[config.mk]
export PLATFORM = sky130hd
export DESIGN_NAME = hsv_red_mask_band_counter_core_flat
export DESIGN_NICKNAME = d
export VERILOG_FILES = /design/src/hsvrm_pkg.sv /design/src/hsvrm_if.sv /design/src/hsvrm_classify.sv /design/src/hsv_red_mask_band_counter_core.sv /design/src/flat_wrapper.sv
export VERILOG_INCLUDE_DIRS = /design/src /design/src/src
export SDC_FILE = /design/constraint.sdc
export NUM_CORES = 2
export LEC_CHECK = 0
export ABC_AREA = 1
export BUFFER_PORTS_ARGS = -buffer_cell sky130_fd_sc_hd__clkbuf_2
export CORE_ASPECT_RATIO = 1.4
export CORE_UTILIZATION = 41
export CTS_BUF_LIST = sky130_fd_sc_hd__clkbuf_16
export DETAILED_ROUTE_END_ITERATION = 8
export GPL_TIMING_DRIVEN = 0
export PLACE_DENSITY = 0.66
export SLEW_MARGIN = 30
export SYNTH_ARGS = -nofsm -noshare
export SYNTH_HDL_FRONTEND = slang
export SYNTH_HIERARCHICAL = 1
export SYNTH_SLANG_ARGS = --single-unit
[constraint.sdc]
create_clock -name clk -period 11.4 [get_ports clk]
set_input_delay 2.28 -clock clk [delete_from_list [all_inputs] [get_ports clk]]
set_output_delay 2.28 -clock clk [all_outputs]
set_load 0.02 [all_outputs]
[src/hsv_red_mask_band_counter_core_macros.svh]
// Assertion macros for the HSV red mask band counter.
// Used by the top level; expects clk and rst_n in the scope of use.
`ifndef HSV_RED_MASK_BAND_COUNTER_CORE_MACROS_SVH
`define HSV_RED_MASK_BAND_COUNTER_CORE_MACROS_SVH

// Same-cycle implication, disabled during reset.
`define HSVRM_ASSERT_IMP(lbl, ante, cons) \
  lbl: assert property (@(posedge clk) disable iff (!rst_n) (ante) |-> (cons)) \
    else $error("hsvrm assertion failed");

// Next-cycle implication, disabled during reset.
`define HSVRM_ASSERT_NXT(lbl, ante, cons) \
  lbl: assert property (@(posedge clk) disable iff (!rst_n) (ante) |=> (cons)) \
    else $error("hsvrm assertion failed");

`endif

[src/hsvrm_pkg.sv]
// Shared types and constants of the HSV red mask band counter.
// No dependencies; imported by the interfaces and all modules.
package hsvrm_pkg;

  localparam int CH_W       = 8;
  localparam int COL_W      = 5;
  localparam int ROW_W      = 4;
  localparam int HUE_W      = 9;
  localparam int PCT_W      = 7;
  localparam int HN_W       = 17;
  localparam int CFG_IDX_W  = 3;
  localparam int CFG_DATA_W = 9;
  localparam int NUM_BANDS  = 5;
  localparam int BAND_IDX_W = 3;
  localparam int COUNT_W    = 6;

  localparam logic [COUNT_W-1:0] COUNT_MAX = 6'd63;

  typedef enum logic [CFG_IDX_W-1:0] {
    REG_HUE_LOW_MAX  = 3'd0,
    REG_HUE_HIGH_MIN = 3'd1,
    REG_SAT_MIN      = 3'd2,
    REG_SAT_MAX      = 3'd3,
    REG_VAL_MIN      = 3'd4,
    REG_VAL_MAX      = 3'd5
  } hsvrm_reg_t;

  typedef struct packed {
    logic [HUE_W-1:0] hue_low_max;
    logic [HUE_W-1:0] hue_high_min;
    logic [PCT_W-1:0] sat_min;
    logic [PCT_W-1:0] sat_max;
    logic [PCT_W-1:0] val_min;
    logic [PCT_W-1:0] val_max;
  } hsvrm_cfg_t;

  localparam hsvrm_cfg_t CFG_RESET = '{
    hue_low_max:  9'd60,
    hue_high_min: 9'd300,
    sat_min:      7'd10,
    sat_max:      7'd100,
    val_min:      7'd15,
    val_max:      7'd90
  };

endpackage

[src/hsvrm_if.sv]
// Valid/ready channel interfaces: pixel requests, results and register writes.
// Depends on hsvrm_pkg for field widths.
interface hsvrm_pix_if import hsvrm_pkg::*; ();
  logic             valid;
  logic             ready;
  logic [CH_W-1:0]  red;
  logic [CH_W-1:0]  green;
  logic [CH_W-1:0]  blue;
  logic [COL_W-1:0] col;
  logic [ROW_W-1:0] row;
  logic             frame_start;

  modport source (output valid, red, green, blue, col, row, frame_start, input ready);
  modport sink   (input valid, red, green, blue, col, row, frame_start, output ready);
endinterface

interface hsvrm_res_if import hsvrm_pkg::*; ();
  logic               valid;
  logic               ready;
  logic               is_red;
  logic [COUNT_W-1:0] band_count_0;
  logic [COUNT_W-1:0] band_count_1;
  logic [COUNT_W-1:0] band_count_2;
  logic [COUNT_W-1:0] band_count_3;
  logic [COUNT_W-1:0] band_count_4;

  modport source (output valid, is_red, band_count_0, band_count_1, band_count_2,
                  band_count_3, band_count_4, input ready);
  modport sink   (input valid, is_red, band_count_0, band_count_1, band_count_2,
                  band_count_3, band_count_4, output ready);
endinterface

interface hsvrm_cfg_if import hsvrm_pkg::*; ();
  logic                  valid;
  logic                  ready;
  logic [CFG_IDX_W-1:0]  index;
  logic [CFG_DATA_W-1:0] data;

  modport source (output valid, index, data, input ready);
  modport sink   (input valid, index, data, output ready);
endinterface

[src/hsvrm_classify.sv]
// Two-step HSV window test of one pixel: hue numerator, saturation and value
// on load, hue bounds in the cycle after. Depends on hsvrm_pkg.
module hsvrm_classify import hsvrm_pkg::*; (
  input  logic             clk,
  input  logic             load,
  input  logic [CH_W-1:0]  red,
  input  logic [CH_W-1:0]  green,
  input  logic [CH_W-1:0]  blue,
  input  hsvrm_cfg_t       cfg,
  output logic             is_red
);

  localparam int PROD_W = 15;

  logic [CH_W-1:0]   mx, mn, d, pa, pb, dif;
  logic [HN_W-1:0]   base, sixty, hn_nxt;
  logic [PROD_W-1:0] sat_num, sat_lo, sat_hi, mx_pct, val_lo, val_hi;
  logic              grey, sat_ok, val_ok;

  logic [HN_W-1:0]   hn_r;
  logic [CH_W-1:0]   d_r;
  logic              grey_r, sv_ok_r;

  logic [HN_W-1:0]   lo_bound, hi_bound, full_turn;
  logic              hue_ok;

  always_comb begin
    mx = (red > green) ? red : green;
    mn = (red < green) ? red : green;
    if (blue > mx) mx = blue;
    if (blue < mn) mn = blue;
    d    = mx - mn;
    grey = (d == '0);

    // pick the channel pair and sector offset of the hue sector
    if (mx == red) begin
      pa   = green;
      pb   = blue;
      base = (green >= blue) ? '0 : HN_W'(d) * HN_W'(360);
    end else if (mx == green) begin
      pa   = blue;
      pb   = red;
      base = HN_W'(d) * HN_W'(120);
    end else begin
      pa   = red;
      pb   = green;
      base = HN_W'(d) * HN_W'(240);
    end
    dif    = (pa >= pb) ? pa - pb : pb - pa;
    sixty  = HN_W'(dif) * HN_W'(60);
    hn_nxt = (pa >= pb) ? base + sixty : base - sixty;

    sat_num = PROD_W'(d) * PROD_W'(100);
    sat_lo  = PROD_W'(cfg.sat_min) * PROD_W'(mx);
    sat_hi  = PROD_W'(cfg.sat_max) * PROD_W'(mx);
    sat_ok  = grey ? (cfg.sat_min == '0) : ((sat_num >= sat_lo) && (sat_num <= sat_hi));

    mx_pct = PROD_W'(mx) * PROD_W'(100);
    val_lo = {cfg.val_min, 8'd0};
    val_hi = {cfg.val_max, 8'd0};
    val_ok = (mx_pct >= val_lo) && (mx_pct <= val_hi);
  end

  always_ff @(posedge clk) begin
    if (load) begin
      hn_r    <= hn_nxt;
      d_r     <= d;
      grey_r  <= grey;
      sv_ok_r <= sat_ok && val_ok;
    end
  end

  always_comb begin
    lo_bound  = HN_W'(cfg.hue_low_max) * HN_W'(d_r);
    hi_bound  = HN_W'(cfg.hue_high_min) * HN_W'(d_r);
    full_turn = HN_W'(d_r) * HN_W'(360);
    hue_ok    = grey_r || (hn_r <= lo_bound) || ((hn_r >= hi_bound) && (hn_r <= full_turn));
    is_red    = hue_ok && sv_ok_r;
  end

endmodule

[src/hsv_red_mask_band_counter_core.sv]
// Top level of the HSV red mask band counter: register file, occupancy mask
// memory with read-modify-write, band counters. Uses hsvrm_pkg, hsvrm_if,
// hsvrm_classify and the assertion macro header.
//
//   channel  | port   | direction | moves
//   ---------+--------+-----------+--------------------------------------------
//   pixel    | in_pix | sink      | request: rgb, grid cell, frame start
//   result   | out_res| source    | request: red flag, five band counts
//   register | cfg_wr | sink      | request: register index, write data
//
// One pixel per cycle unless results stall; a result passes the middle stage
// and the output register after its pixel is taken. The rate is set by the
// single mask memory: the row is read when the pixel is taken and written
// back as it leaves the middle stage, a last-write register forwarding a row
// written while the next read was in flight. Reset clears per-row valid bits, so
// there is no clearing pass; a frame start clears them alike. A stalled result
// holds in the output register while one more pixel waits in the middle stage.
`include "hsv_red_mask_band_counter_core_macros.svh"

module hsv_red_mask_band_counter_core import hsvrm_pkg::*; #(
  parameter int GRID_WIDTH  = 20,
  parameter int GRID_HEIGHT = 15,
  parameter int BAND_WIDTH  = 4
) (
  input  logic         clk,
  input  logic         rst_n,
  hsvrm_pix_if.sink    in_pix,
  hsvrm_res_if.source  out_res,
  hsvrm_cfg_if.sink    cfg_wr
);

  localparam int ROW_AW = (GRID_HEIGHT > 1) ? $clog2(GRID_HEIGHT) : 1;

  // register file
  hsvrm_cfg_t cfg_r;

  // middle stage: pixel whose mask row is being read
  logic             s1_vld_r;
  logic [COL_W-1:0] s1_col_r;
  logic [ROW_W-1:0] s1_row_r;
  logic             s1_fs_r;
  logic             s1_red;

  // mask memory, row valid bits and last-write forwarding
  logic [GRID_WIDTH-1:0]  mask_mem [GRID_HEIGHT];
  logic [GRID_WIDTH-1:0]  mem_rdata_r;
  logic [GRID_HEIGHT-1:0] row_valid_r;
  logic [GRID_HEIGHT-1:0] row_valid_nxt;
  logic                   wr_vld_r;
  logic [ROW_AW-1:0]      wr_row_r;
  logic [GRID_WIDTH-1:0]  wr_data_r;

  // band counters and output register
  logic [COUNT_W-1:0] cnt_r     [NUM_BANDS];
  logic [COUNT_W-1:0] cnt_nxt   [NUM_BANDS];
  logic [COUNT_W-1:0] out_cnt_r [NUM_BANDS];
  logic               out_red_r;
  logic               out_vld_r;

  logic                  in_fire, s1_adv;
  logic [ROW_AW-1:0]     rd_addr, row_idx;
  logic                  in_grid, fwd_hit, mask_wr, cell_new;
  logic [GRID_WIDTH-1:0] bit_mask, row_old, row_new;
  logic [BAND_IDX_W-1:0] band_idx;
  logic [COUNT_W-1:0]    cnt_base;

  // ---------------------------------------------------------------- handshake
  assign s1_adv        = s1_vld_r && (!out_vld_r || out_res.ready);
  assign in_pix.ready  = !s1_vld_r || s1_adv;
  assign in_fire       = in_pix.valid && in_pix.ready;
  assign cfg_wr.ready  = 1'b1;

  // ---------------------------------------------------------------- registers
  always_ff @(posedge clk) begin
    if (!rst_n) begin
      cfg_r <= CFG_RESET;
    end else if (cfg_wr.valid) begin
      unique case (hsvrm_reg_t'(cfg_wr.index))
        REG_HUE_LOW_MAX:  cfg_r.hue_low_max  <= cfg_wr.data;
        REG_HUE_HIGH_MIN: cfg_r.hue_high_min <= cfg_wr.data;
        REG_SAT_MIN:      cfg_r.sat_min      <= cfg_wr.data[PCT_W-1:0];
        REG_SAT_MAX:      cfg_r.sat_max      <= cfg_wr.data[PCT_W-1:0];
        REG_VAL_MIN:      cfg_r.val_min      <= cfg_wr.data[PCT_W-1:0];
        REG_VAL_MAX:      cfg_r.val_max      <= cfg_wr.data[PCT_W-1:0];
        default: ;  // drop writes beyond the register list
      endcase
    end
  end

  // ------------------------------------------------------------ colour test
  hsvrm_classify u_classify (
    .clk    (clk),
    .load   (in_fire),
    .red    (in_pix.red),
    .green  (in_pix.green),
    .blue   (in_pix.blue),
    .cfg    (cfg_r),
    .is_red (s1_red)
  );

  // ------------------------------------------------------------ middle stage
  always_ff @(posedge clk) begin
    if (!rst_n) begin
      s1_vld_r <= 1'b0;
    end else if (in_fire) begin
      s1_vld_r <= 1'b1;
    end else if (s1_adv) begin
      s1_vld_r <= 1'b0;
    end
  end

  always_ff @(posedge clk) begin
    if (in_fire) begin
      s1_col_r <= in_pix.col;
      s1_row_r <= in_pix.row;
      s1_fs_r  <= in_pix.frame_start;
    end
  end

  // ------------------------------------------------------------- mask memory
  assign rd_addr = ROW_AW'(in_pix.row);
  assign row_idx = ROW_AW'(s1_row_r);

  always_ff @(posedge clk) begin
    if (in_fire) begin
      mem_rdata_r <= mask_mem[rd_addr];
    end
    if (s1_adv && mask_wr) begin
      mask_mem[row_idx] <= row_new;
    end
  end

  // -------------------------------------------------------- read-modify-write
  always_comb begin
    in_grid  = ({1'b0, s1_col_r} < (COL_W + 1)'(GRID_WIDTH)) &&
               ({3'b000, s1_row_r} < (ROW_W + 3)'(GRID_HEIGHT));
    fwd_hit  = wr_vld_r && (wr_row_r == row_idx);
    // a cleared frame or a row not yet written this frame reads as empty
    if (s1_fs_r || !row_valid_r[row_idx]) begin
      row_old = '0;
    end else if (fwd_hit) begin
      row_old = wr_data_r;
    end else begin
      row_old = mem_rdata_r;
    end
    bit_mask = GRID_WIDTH'(1) << s1_col_r;
    row_new  = row_old | bit_mask;
    mask_wr  = s1_red && in_grid;
    cell_new = mask_wr && ((row_old & bit_mask) == '0);

    // a frame start drops every row, then the written row becomes valid
    row_valid_nxt = s1_fs_r ? '0 : row_valid_r;
    if (mask_wr) begin
      row_valid_nxt[row_idx] = 1'b1;
    end

    // band by threshold compares; columns past the last band land in it
    band_idx = '0;
    for (int k = 1; k < NUM_BANDS; k++) begin
      if ({1'b0, s1_col_r} >= (COL_W + 1)'(k * BAND_WIDTH)) begin
        band_idx = BAND_IDX_W'(k);
      end
    end
    for (int k = 0; k < NUM_BANDS; k++) begin
      cnt_base   = s1_fs_r ? '0 : cnt_r[k];
      cnt_nxt[k] = cnt_base;
      if (cell_new && (band_idx == BAND_IDX_W'(k)) && (cnt_base != COUNT_MAX)) begin
        cnt_nxt[k] = cnt_base + COUNT_W'(1);
      end
    end
  end

  // row valid bits, forwarding register and counters
  always_ff @(posedge clk) begin
    if (!rst_n) begin
      row_valid_r <= '0;
      wr_vld_r    <= 1'b0;
      for (int k = 0; k < NUM_BANDS; k++) cnt_r[k] <= '0;
    end else if (s1_adv) begin
      for (int k = 0; k < NUM_BANDS; k++) cnt_r[k] <= cnt_nxt[k];
      row_valid_r <= row_valid_nxt;
      if (mask_wr) begin
        wr_vld_r <= 1'b1;
      end
    end
  end

  always_ff @(posedge clk) begin
    if (s1_adv && mask_wr) begin
      wr_row_r  <= row_idx;
      wr_data_r <= row_new;
    end
  end

  // ------------------------------------------------------------ output stage
  always_ff @(posedge clk) begin
    if (!rst_n) begin
      out_vld_r <= 1'b0;
    end else if (s1_adv) begin
      out_vld_r <= 1'b1;
    end else if (out_res.ready) begin
      out_vld_r <= 1'b0;
    end
  end

  always_ff @(posedge clk) begin
    if (s1_adv) begin
      out_red_r <= s1_red;
      for (int k = 0; k < NUM_BANDS; k++) out_cnt_r[k] <= cnt_nxt[k];
    end
  end

  assign out_res.valid        = out_vld_r;
  assign out_res.is_red       = out_red_r;
  assign out_res.band_count_0 = out_cnt_r[0];
  assign out_res.band_count_1 = out_cnt_r[1];
  assign out_res.band_count_2 = out_cnt_r[2];
  assign out_res.band_count_3 = out_cnt_r[3];
  assign out_res.band_count_4 = out_cnt_r[4];

  // -------------------------------------------------------------- assertions
  `HSVRM_ASSERT_IMP(a_stall_only_when_full, !in_pix.ready, s1_vld_r && out_vld_r && !out_res.ready)
  `HSVRM_ASSERT_NXT(a_adv_fills_out, s1_adv, out_vld_r)
  `HSVRM_ASSERT_NXT(a_frame_clears_rows, s1_adv && s1_fs_r, $countones(row_valid_r) <= 1)
  `HSVRM_ASSERT_NXT(a_write_marks_row, s1_adv && mask_wr, wr_vld_r && row_valid_r[wr_row_r])

endmodule

[src/flat_wrapper.sv]
// flat-port wrapper written by rule: the top's interface ports become plain ports
module hsv_red_mask_band_counter_core_flat import hsvrm_pkg::*;
#(
  parameter int GRID_WIDTH  = 20,
  parameter int GRID_HEIGHT = 15,
  parameter int BAND_WIDTH  = 4
)
  (clk, rst_n, in_pix_valid, in_pix_red, in_pix_green, in_pix_blue, in_pix_col, in_pix_row, in_pix_frame_start, in_pix_ready, out_res_valid, out_res_is_red, out_res_band_count_0, out_res_band_count_1, out_res_band_count_2, out_res_band_count_3, out_res_band_count_4, out_res_ready, cfg_wr_valid, cfg_wr_index, cfg_wr_data, cfg_wr_ready);
  hsvrm_pix_if in_pix_i ();
  hsvrm_res_if out_res_i ();
  hsvrm_cfg_if cfg_wr_i ();
  input  logic clk;
  input  logic rst_n;
  input wire logic [$bits(in_pix_i.valid)-1:0] in_pix_valid;
  input wire logic [$bits(in_pix_i.red)-1:0] in_pix_red;
  input wire logic [$bits(in_pix_i.green)-1:0] in_pix_green;
  input wire logic [$bits(in_pix_i.blue)-1:0] in_pix_blue;
  input wire logic [$bits(in_pix_i.col)-1:0] in_pix_col;
  input wire logic [$bits(in_pix_i.row)-1:0] in_pix_row;
  input wire logic [$bits(in_pix_i.frame_start)-1:0] in_pix_frame_start;
  output wire logic [$bits(in_pix_i.ready)-1:0] in_pix_ready;
  output wire logic [$bits(out_res_i.valid)-1:0] out_res_valid;
  output wire logic [$bits(out_res_i.is_red)-1:0] out_res_is_red;
  output wire logic [$bits(out_res_i.band_count_0)-1:0] out_res_band_count_0;
  output wire logic [$bits(out_res_i.band_count_1)-1:0] out_res_band_count_1;
  output wire logic [$bits(out_res_i.band_count_2)-1:0] out_res_band_count_2;
  output wire logic [$bits(out_res_i.band_count_3)-1:0] out_res_band_count_3;
  output wire logic [$bits(out_res_i.band_count_4)-1:0] out_res_band_count_4;
  input wire logic [$bits(out_res_i.ready)-1:0] out_res_ready;
  input wire logic [$bits(cfg_wr_i.valid)-1:0] cfg_wr_valid;
  input wire logic [$bits(cfg_wr_i.index)-1:0] cfg_wr_index;
  input wire logic [$bits(cfg_wr_i.data)-1:0] cfg_wr_data;
  output wire logic [$bits(cfg_wr_i.ready)-1:0] cfg_wr_ready;
  assign in_pix_i.valid = in_pix_valid;
  assign in_pix_i.red = in_pix_red;
  assign in_pix_i.green = in_pix_green;
  assign in_pix_i.blue = in_pix_blue;
  assign in_pix_i.col = in_pix_col;
  assign in_pix_i.row = in_pix_row;
  assign in_pix_i.frame_start = in_pix_frame_start;
  assign in_pix_ready = in_pix_i.ready;
  assign out_res_valid = out_res_i.valid;
  assign out_res_is_red = out_res_i.is_red;
  assign out_res_band_count_0 = out_res_i.band_count_0;
  assign out_res_band_count_1 = out_res_i.band_count_1;
  assign out_res_band_count_2 = out_res_i.band_count_2;
  assign out_res_band_count_3 = out_res_i.band_count_3;
  assign out_res_band_count_4 = out_res_i.band_count_4;
  assign out_res_i.ready = out_res_ready;
  assign cfg_wr_i.valid = cfg_wr_valid;
  assign cfg_wr_i.index = cfg_wr_index;
  assign cfg_wr_i.data = cfg_wr_data;
  assign cfg_wr_ready = cfg_wr_i.ready;
  hsv_red_mask_band_counter_core #(.GRID_WIDTH(GRID_WIDTH), .GRID_HEIGHT(GRID_HEIGHT), .BAND_WIDTH(BAND_WIDTH)) u_core (.clk(clk), .rst_n(rst_n), .in_pix(in_pix_i), .out_res(out_res_i), .cfg_wr(cfg_wr_i));
endmodule
=== Word-level counts from Yosys, hierarchy flattened ===
Memories as Yosys holds them, arrays and structs flattened. A register that Yosys moved wholly into a read port is not among the register bits.
Cells that the tools add are included.

* Flip-flop bits (word level): 126
* Latch bits: 0
* Bits in writable memories: 360
* Memory bits (read-only): 0
* Input port bits: 51
* Output and inout port bits: 34
* Word-level logic and storage cells: 188
* Memories: 3

{| class="wikitable"
|+ Memory list
! name !! depth !! width !! read ports !! clocked after memory_dff !! write ports !! RTL line !! text
|-
| u_core.mask_mem || 15 || 20 || 1 || 1 || 1 || hsv_red_mask_band_counter_core.sv:45 || <nowiki>logic [GRID_WIDTH-1:0] mask_mem [GRID_HEIGHT];</nowiki>
|-
| u_core.cnt_r || 5 || 6 || 5 || 0 || 5 || hsv_red_mask_band_counter_core.sv:54 || <nowiki>logic [COUNT_W-1:0] cnt_r [NUM_BANDS];</nowiki>
|-
| u_core.out_cnt_r || 5 || 6 || 5 || 0 || 5 || hsv_red_mask_band_counter_core.sv:56 || <nowiki>logic [COUNT_W-1:0] out_cnt_r [NUM_BANDS];</nowiki>
|}

* Add/sub/neg operators: 10
* Multipliers: 11
* Divide/modulo/power cells: 0
* Magnitude comparators: 21
* Eq/ne operators: 17
* Shift operators: 1
* Muxes and demuxes: 52
* Bitwise logic cells: 8
* Reduce and logical (&&, ||, !) cells: 45

{| class="wikitable"
|+ Operators by type and width
! operator !! count
|-
| 2-to-1 mux 6 bit || 15
|-
| 2-to-1 mux 8 bit || 9
|-
| 2-to-1 mux 17 bit || 3
|-
| 2-to-1 mux 20 bit || 2
|-
| multiplier 8 x 4 -> 12 bit (second input constant) || 3
|-
| less-or-equal comparator 17 bit || 2
|-
| multiplier 9 x 8 -> 17 bit || 2
|-
| adder 6 x 1 -> 6 bit (second input constant) || 5
|-
| greater-or-equal comparator 15 bit || 2
|-
| less-or-equal comparator 15 bit || 2
|-
| multiplier 7 x 8 -> 15 bit || 2
|-
| 2-to-1 mux 15 bit || 2
|-
| inequality test 6 bit (second input constant) || 5
|-
| multiplier 8 x 6 -> 14 bit (second input constant) || 2
|-
| multiplier 8 x 5 -> 13 bit (second input constant) || 2
|-
| subtractor 8 bit || 3
|-
| logical AND 1 bit || 23
|-
| bitwise AND 20 bit || 1
|-
| zero test 20 bit || 1
|-
| OR 20 bit || 1
|-
| << shifter 1 x 5 -> 20 bit (first input constant) || 1
|-
| adder 17 x 14 -> 17 bit || 1
|-
| greater-or-equal comparator 17 bit || 1
|-
| subtractor 17 x 14 -> 17 bit || 1
|-
| other kinds (30) || 74
|}

=== Longest topological paths before layout ===
* Depth in word-level cells: 12
* Gate-level depth with buffers: 72
* Gate-level depth less buffers: 69

=== Cells and area by module ===
Netlist, hierarchy kept.

{| class="wikitable"
|+ By module, submodules not included
! module !! instances !! cells each !! area an instance (µm²) !! seq. area each (µm²)
|-
| hsv_red_mask_band_counter_core || 1 || 1792 || 19862.8 || 13743.2
|-
| hsvrm_classify || 1 || 2642 || 19411.1 || 750.7
|}

=== Least setup slack after synthesis ===
OpenSTA, ideal clock, no wires.

* Path kind: input port to flip-flop
* Start point: input in_pix_green[7]
* End point: register u_core.u_classify.hn_r[16], data pin
* Library setup time: 0.253 ns
* Arrival: 10.823 ns
* Path slack: 0.324 ns
* Cell stages on the path: 63
* Buffers on the path: 4
* Cell sequence: inv_1 -> ha_1 -> nand2_1 -> nor2_4 -> nand2_1 -> nand2_2 -> buf_6 -> nand3_1 -> and2_1 -> ha_1 -> inv_1 -> nor2_1 -> o21ai_1 -> nand2_1 -> nand2_1 -> nand2_2 -> nand2_4 -> inv_2 -> (+27 left out) -> ha_1 -> inv_1 -> o21ai_0 -> nor2_1 -> o21ai_0 -> xor2_1 -> nand3b_1 -> o21ai_0 -> xnor2_1 -> ha_1 -> nand2_1 -> nor2_1 -> o21ai_0 -> o211ai_1 -> a31oi_1 -> inv_1 -> nand3_1 -> nand2_1

* Cells in the longest elaborated chain, start to end: 12

{| class="wikitable"
|+ Ends and longest elaborated chain
! item !! RTL line !! text
|-
| from (decl) || flat_wrapper.sv:16 || <nowiki>input wire logic [$bits(in_pix_i.green)-1:0] in_pix_green;</nowiki>
|-
| greater-than comparator 8 bit || hsvrm_classify.sv:28 || <nowiki>mx = (red > green) ? red : green;</nowiki>
|-
| 2-to-1 mux 8 bit || hsvrm_classify.sv:28 ||
|-
| greater-than comparator 8 bit || hsvrm_classify.sv:30 || <nowiki>if (blue > mx) mx = blue;</nowiki>
|-
| 2-to-1 mux 8 bit || hsvrm_classify.sv:30 ||
|-
| == test 8 bit || hsvrm_classify.sv:40 || <nowiki>end else if (mx == green) begin</nowiki>
|-
| 2-to-1 mux 8 bit || hsvrm_classify.sv:40 ||
|-
| 2-to-1 mux 8 bit || hsvrm_classify.sv:36 || <nowiki>if (mx == red) begin</nowiki>
|-
| subtractor 8 bit or greater-or-equal comparator 8 bit (tied branches) || hsvrm_classify.sv:49, hsvrm_classify.sv:51 ||
|-
| 2-to-1 mux 8 bit || hsvrm_classify.sv:49 || <nowiki>dif = (pa >= pb) ? pa - pb : pb - pa;</nowiki>
|-
| multiplier 8 x 4 -> 12 bit || hsvrm_classify.sv:50 || <nowiki>sixty = HN_W'(dif) * HN_W'(60);</nowiki>
|-
| subtractor 17 x 14 -> 17 bit or adder 17 x 14 -> 17 bit (tied branches) || hsvrm_classify.sv:51 || <nowiki>hn_nxt = (pa >= pb) ? base + sixty : base - sixty;</nowiki>
|-
| 2-to-1 mux 17 bit * || hsvrm_classify.sv:51 ||
|-
| via u_core.u_classify.hn_nxt[16] || hsvrm_classify.sv:16 || <nowiki>logic [HN_W-1:0] base, sixty, hn_nxt;</nowiki>
|-
| to (signal assigned) || hsvrm_classify.sv:66 || <nowiki>hn_r <= hn_nxt;</nowiki>
|-
| to (decl) || hsvrm_classify.sv:20 || <nowiki>logic [HN_W-1:0] hn_r;</nowiki>
|}

The timed path passes the listed nets; every way through them passes the cells marked *.
A chain may end at the register's enable or synchronous reset.

=== Worst setup path in the final report ===
Same ends and word-level chain as after synthesis.

==> impl_metrics.env <==
export IMPL_layout_drive_gt1_share_pct=10.3
export IMPL_initial_core_util_pct=41.3
export IMPL_final_common_cell="nand2_1"
export IMPL_hpwl_mm=81.3
export IMPL_max_cap_viol_count=0
export IMPL_die_area_mm2=0.0970
export IMPL_worst_hold_path_num_cells=2
export IMPL_startpoint_type="primary input"
export IMPL_syn_area_mm2=0.0393
export IMPL_grt_total_usage_pct=21.3
export IMPL_critPathKind="in2reg"
export IMPL_die_h_um=368
export IMPL_finalCriticalPeriod_ps=10960
export IMPL_fillers=8833
export IMPL_slowest_delay_ps=520
export IMPL_cts_tree="built"
export IMPL_synth_flop_cell="edfxtp_1"
export IMPL_netlist_instances=4434
export IMPL_vias=31275
export IMPL_reg2reg_to="u_core/cnt_r[0][19]"
export IMPL_synth_seq_area_share_pct=36.9
export IMPL_htreeDepth=2
export IMPL_crit_top_cell="nand2_1"
export IMPL_worstHoldStart="u_core/cfg_r[41]"
export IMPL_cp_arrival_ps=11320
export IMPL_io_pins=85
export IMPL_multiInputGateArea_mm2=0.0220
export IMPL_worstMarginPinSlew_ps=878
export IMPL_syn_avg_cell_area_um2=8.86
export IMPL_drt_iter0_drc=1919
export IMPL_finalMaxSlewViolations=0
export IMPL_wl_mm=105
export IMPL_drcViolationCount=0
export IMPL_async_flop_share_pct=0
export IMPL_die_w_um=264
export IMPL_grt_pass1_wl_mm=163
export IMPL_holdBufCountCts=0
export IMPL_antenna_found_initial=1
export IMPL_relSlewSlack_pct=41.4
export IMPL_final_cell_mix="nand2_1 (858), inv_1 (649), edfxtp_1 (440)"
export IMPL_drtAntennaViolNets=0
export IMPL_whs_ps=453
export IMPL_numClockSinks=504
export IMPL_wl_per_cell_um=17.8
export IMPL_crit_slowest_cell="fa_1"
export IMPL_yosysWarnings=6
export IMPL_status="completed"
export IMPL_coreArea_mm2=0.0951
export IMPL_clk_pin_slew_worst_paths_ps=70
export IMPL_worst_setup_path_end_kind="flip-flop"
export IMPL_synthDistinctLibCells=56
export IMPL_whs_endpoint="u_core/cfg_r[41]"
export IMPL_place_congestion=0.913
export IMPL_grt_ovfl_total=0
export IMPL_fp_row_count=134
export IMPL_first_global_vias=31066
export IMPL_skew_ps=45.3
export IMPL_hp_class="reg2reg"
export IMPL_synth_fp_nets=5118
export IMPL_viasPerCell=5.28
export IMPL_port_buffers=83
export IMPL_fin_crit_sh_pct=96.1
export IMPL_grt_max_degree=46
export IMPL_first_pass_iters=6
export IMPL_reg2reg_depth=38
export IMPL_synth_edf_count=440
export IMPL_path_max_fanout=10
export IMPL_ys_ff_latch=504
export IMPL_final_core_util_pct=46.9
export IMPL_reg2reg_from="u_core/u_classify/d_r[4]"
export IMPL_clock_latency_ps=630
export IMPL_cts_buffer_depth=3
export IMPL_setup_violations=0
export IMPL_nets=5339
export IMPL_cts_buffers=48
export IMPL_syn_to_final_growth_pct=13.6
export IMPL_required_ps=11760
export IMPL_ff_latch_area_mm2=0.0145
export IMPL_ff2ff_setup_slack_ps=2660
export IMPL_fmax_mhz=91.2
export IMPL_hold_viol=0
export IMPL_clock_root_buffer="clkbuf_16"
-- critical path: cells and delay by family --
family	cells	cell delay, ps
and+or+nand+nor	27	2610
buffers and inverters	18	1660
adders and majority gates	8	2740
xor gates and xnor gates	3	550
AOI/OAI and AO/OA	10	1420
-- repair_timing --
| item | 4_1_cts | 5_1_grt |
|---|---|---|
| endpoints found under the setup margin | 8 | 9 |
| resized for setup | 36 | 113 |
| cloned | 0 | 4 |
| pin swaps | 11 | 33 |
| buffers inserted | 13 | 46 |
-- flip-flops by register name, indices dropped and copies added, names as in the netlist, 4 cells and up --
signal                  cells
u_core/cfg_r               46
u_core/cnt_r               30
u_core/mask_mem           300
u_core/mem_rdata_r         20
u_core/out_cnt_r           30
u_core/row_idx              4
u_core/row_valid_r         15
u_core/s1_col_r             5
u_core/u_classify/d_r       8
u_core/u_classify/hn_r     15
u_core/wr_data_r           20
u_core/wr_row_r             4
-- final cells by class --
type / instances / share of cell area [%]
Multi-Input combinational cell: 3081 / 49.3
Sequential cell: 504 / 32.5
Buffer: 153 / 1.72
Clock buffer: 48 / 2.69
Inverter: 693 / 5.91
Timing Repair Buffer: 174 / 3.32
Antenna cell: 1 / 0.00561
Clock inverter: 41 / 1.13
Tap cell: 1224 / 3.43
-- worst max-delay path by stage --
stage / start / end / cells past startpoint
floorplan: in_pix_green[7] / u_core/u_classify/hn_r[16] / 63
global placement: in_pix_green[7] / u_core/u_classify/hn_r[16] / 62
detailed placement: in_pix_green[3] / u_core/u_classify/hn_r[16] / 61
CTS: in_pix_green[7] / u_core/u_classify/hn_r[16] / 64
global route: in_pix_green[2] / u_core/u_classify/hn_r[16] / 71
finish: in_pix_green[7] / u_core/u_classify/hn_r[16] / 66
-- logic make-up after synthesis --
logic type               share of synthesized area [%]
AO/OA/AOI/OAI                                     9.34
XOR/XNOR                                          3.37
adder cells (fa/ha/maj)                           23.9
buffers and inverters                             8.50
flip-flops                                        36.9
multiplexers                                    0.0287
other                                          0.00955
AND/OR/NAND/NOR                                   17.9
-- Yosys cell counts, types with 17 or more instances --
master	n	area, µm²
inv_2	17	63.8
edfxtp_1	440	13200
nand2_2	23	144
xnor2_1	58	508
xor2_1	93	815
clkbuf_1	102	383
ha_1	436	5460
o21ai_0	249	1250
a21oi_1	246	1230
dfxtp_1	64	1280
o221ai_1	52	455
inv_1	669	2510
nand2_1	869	3260
nor3_1	19	95.1
nand3_1	184	921
nor2_1	411	1540
nand4_1	83	519
fa_1	197	3940
buf_1	19	71.3
-- layer usage --
| metal | track usage [%] | part of all wire (%) | up-vias |
|---|---|---|---|
| met5 | 0 | 0 | - |
| met4 | 11.1 | 5.5 | 0 |
| met3 | 1.97 | 4.3 | 278 |
| met2 | 41.6 | 54 | 942 |
| met1 | 22.3 | 36 | 14949 |
| li1 | - | - | 15106 |
-- through the flow --
| stage | TNS, ps | instances | worst slack (ps) | cell area (µm²) |
|---|---|---|---|---|
| 6_report | 0 | 5919 | 439 | 44600 |
| 5_1_grt | -222 | 5918 | -136 | 44600 |
| 2_1_floorplan | 0 | 4434 | 324 | 39300 |
| 4_1_cts | 0 | 5869 | 17.2 | 43800 |
| 3_5_place_dp | -11790 | 5770 | -1740 | 41900 |
| 3_3_place_gp | -99600 | 5741 | -1670 | 41200 |
Power is left out: the tool's default activity adds up to more than one toggle a clock period on the data nets, which glitch-free logic cannot reach.
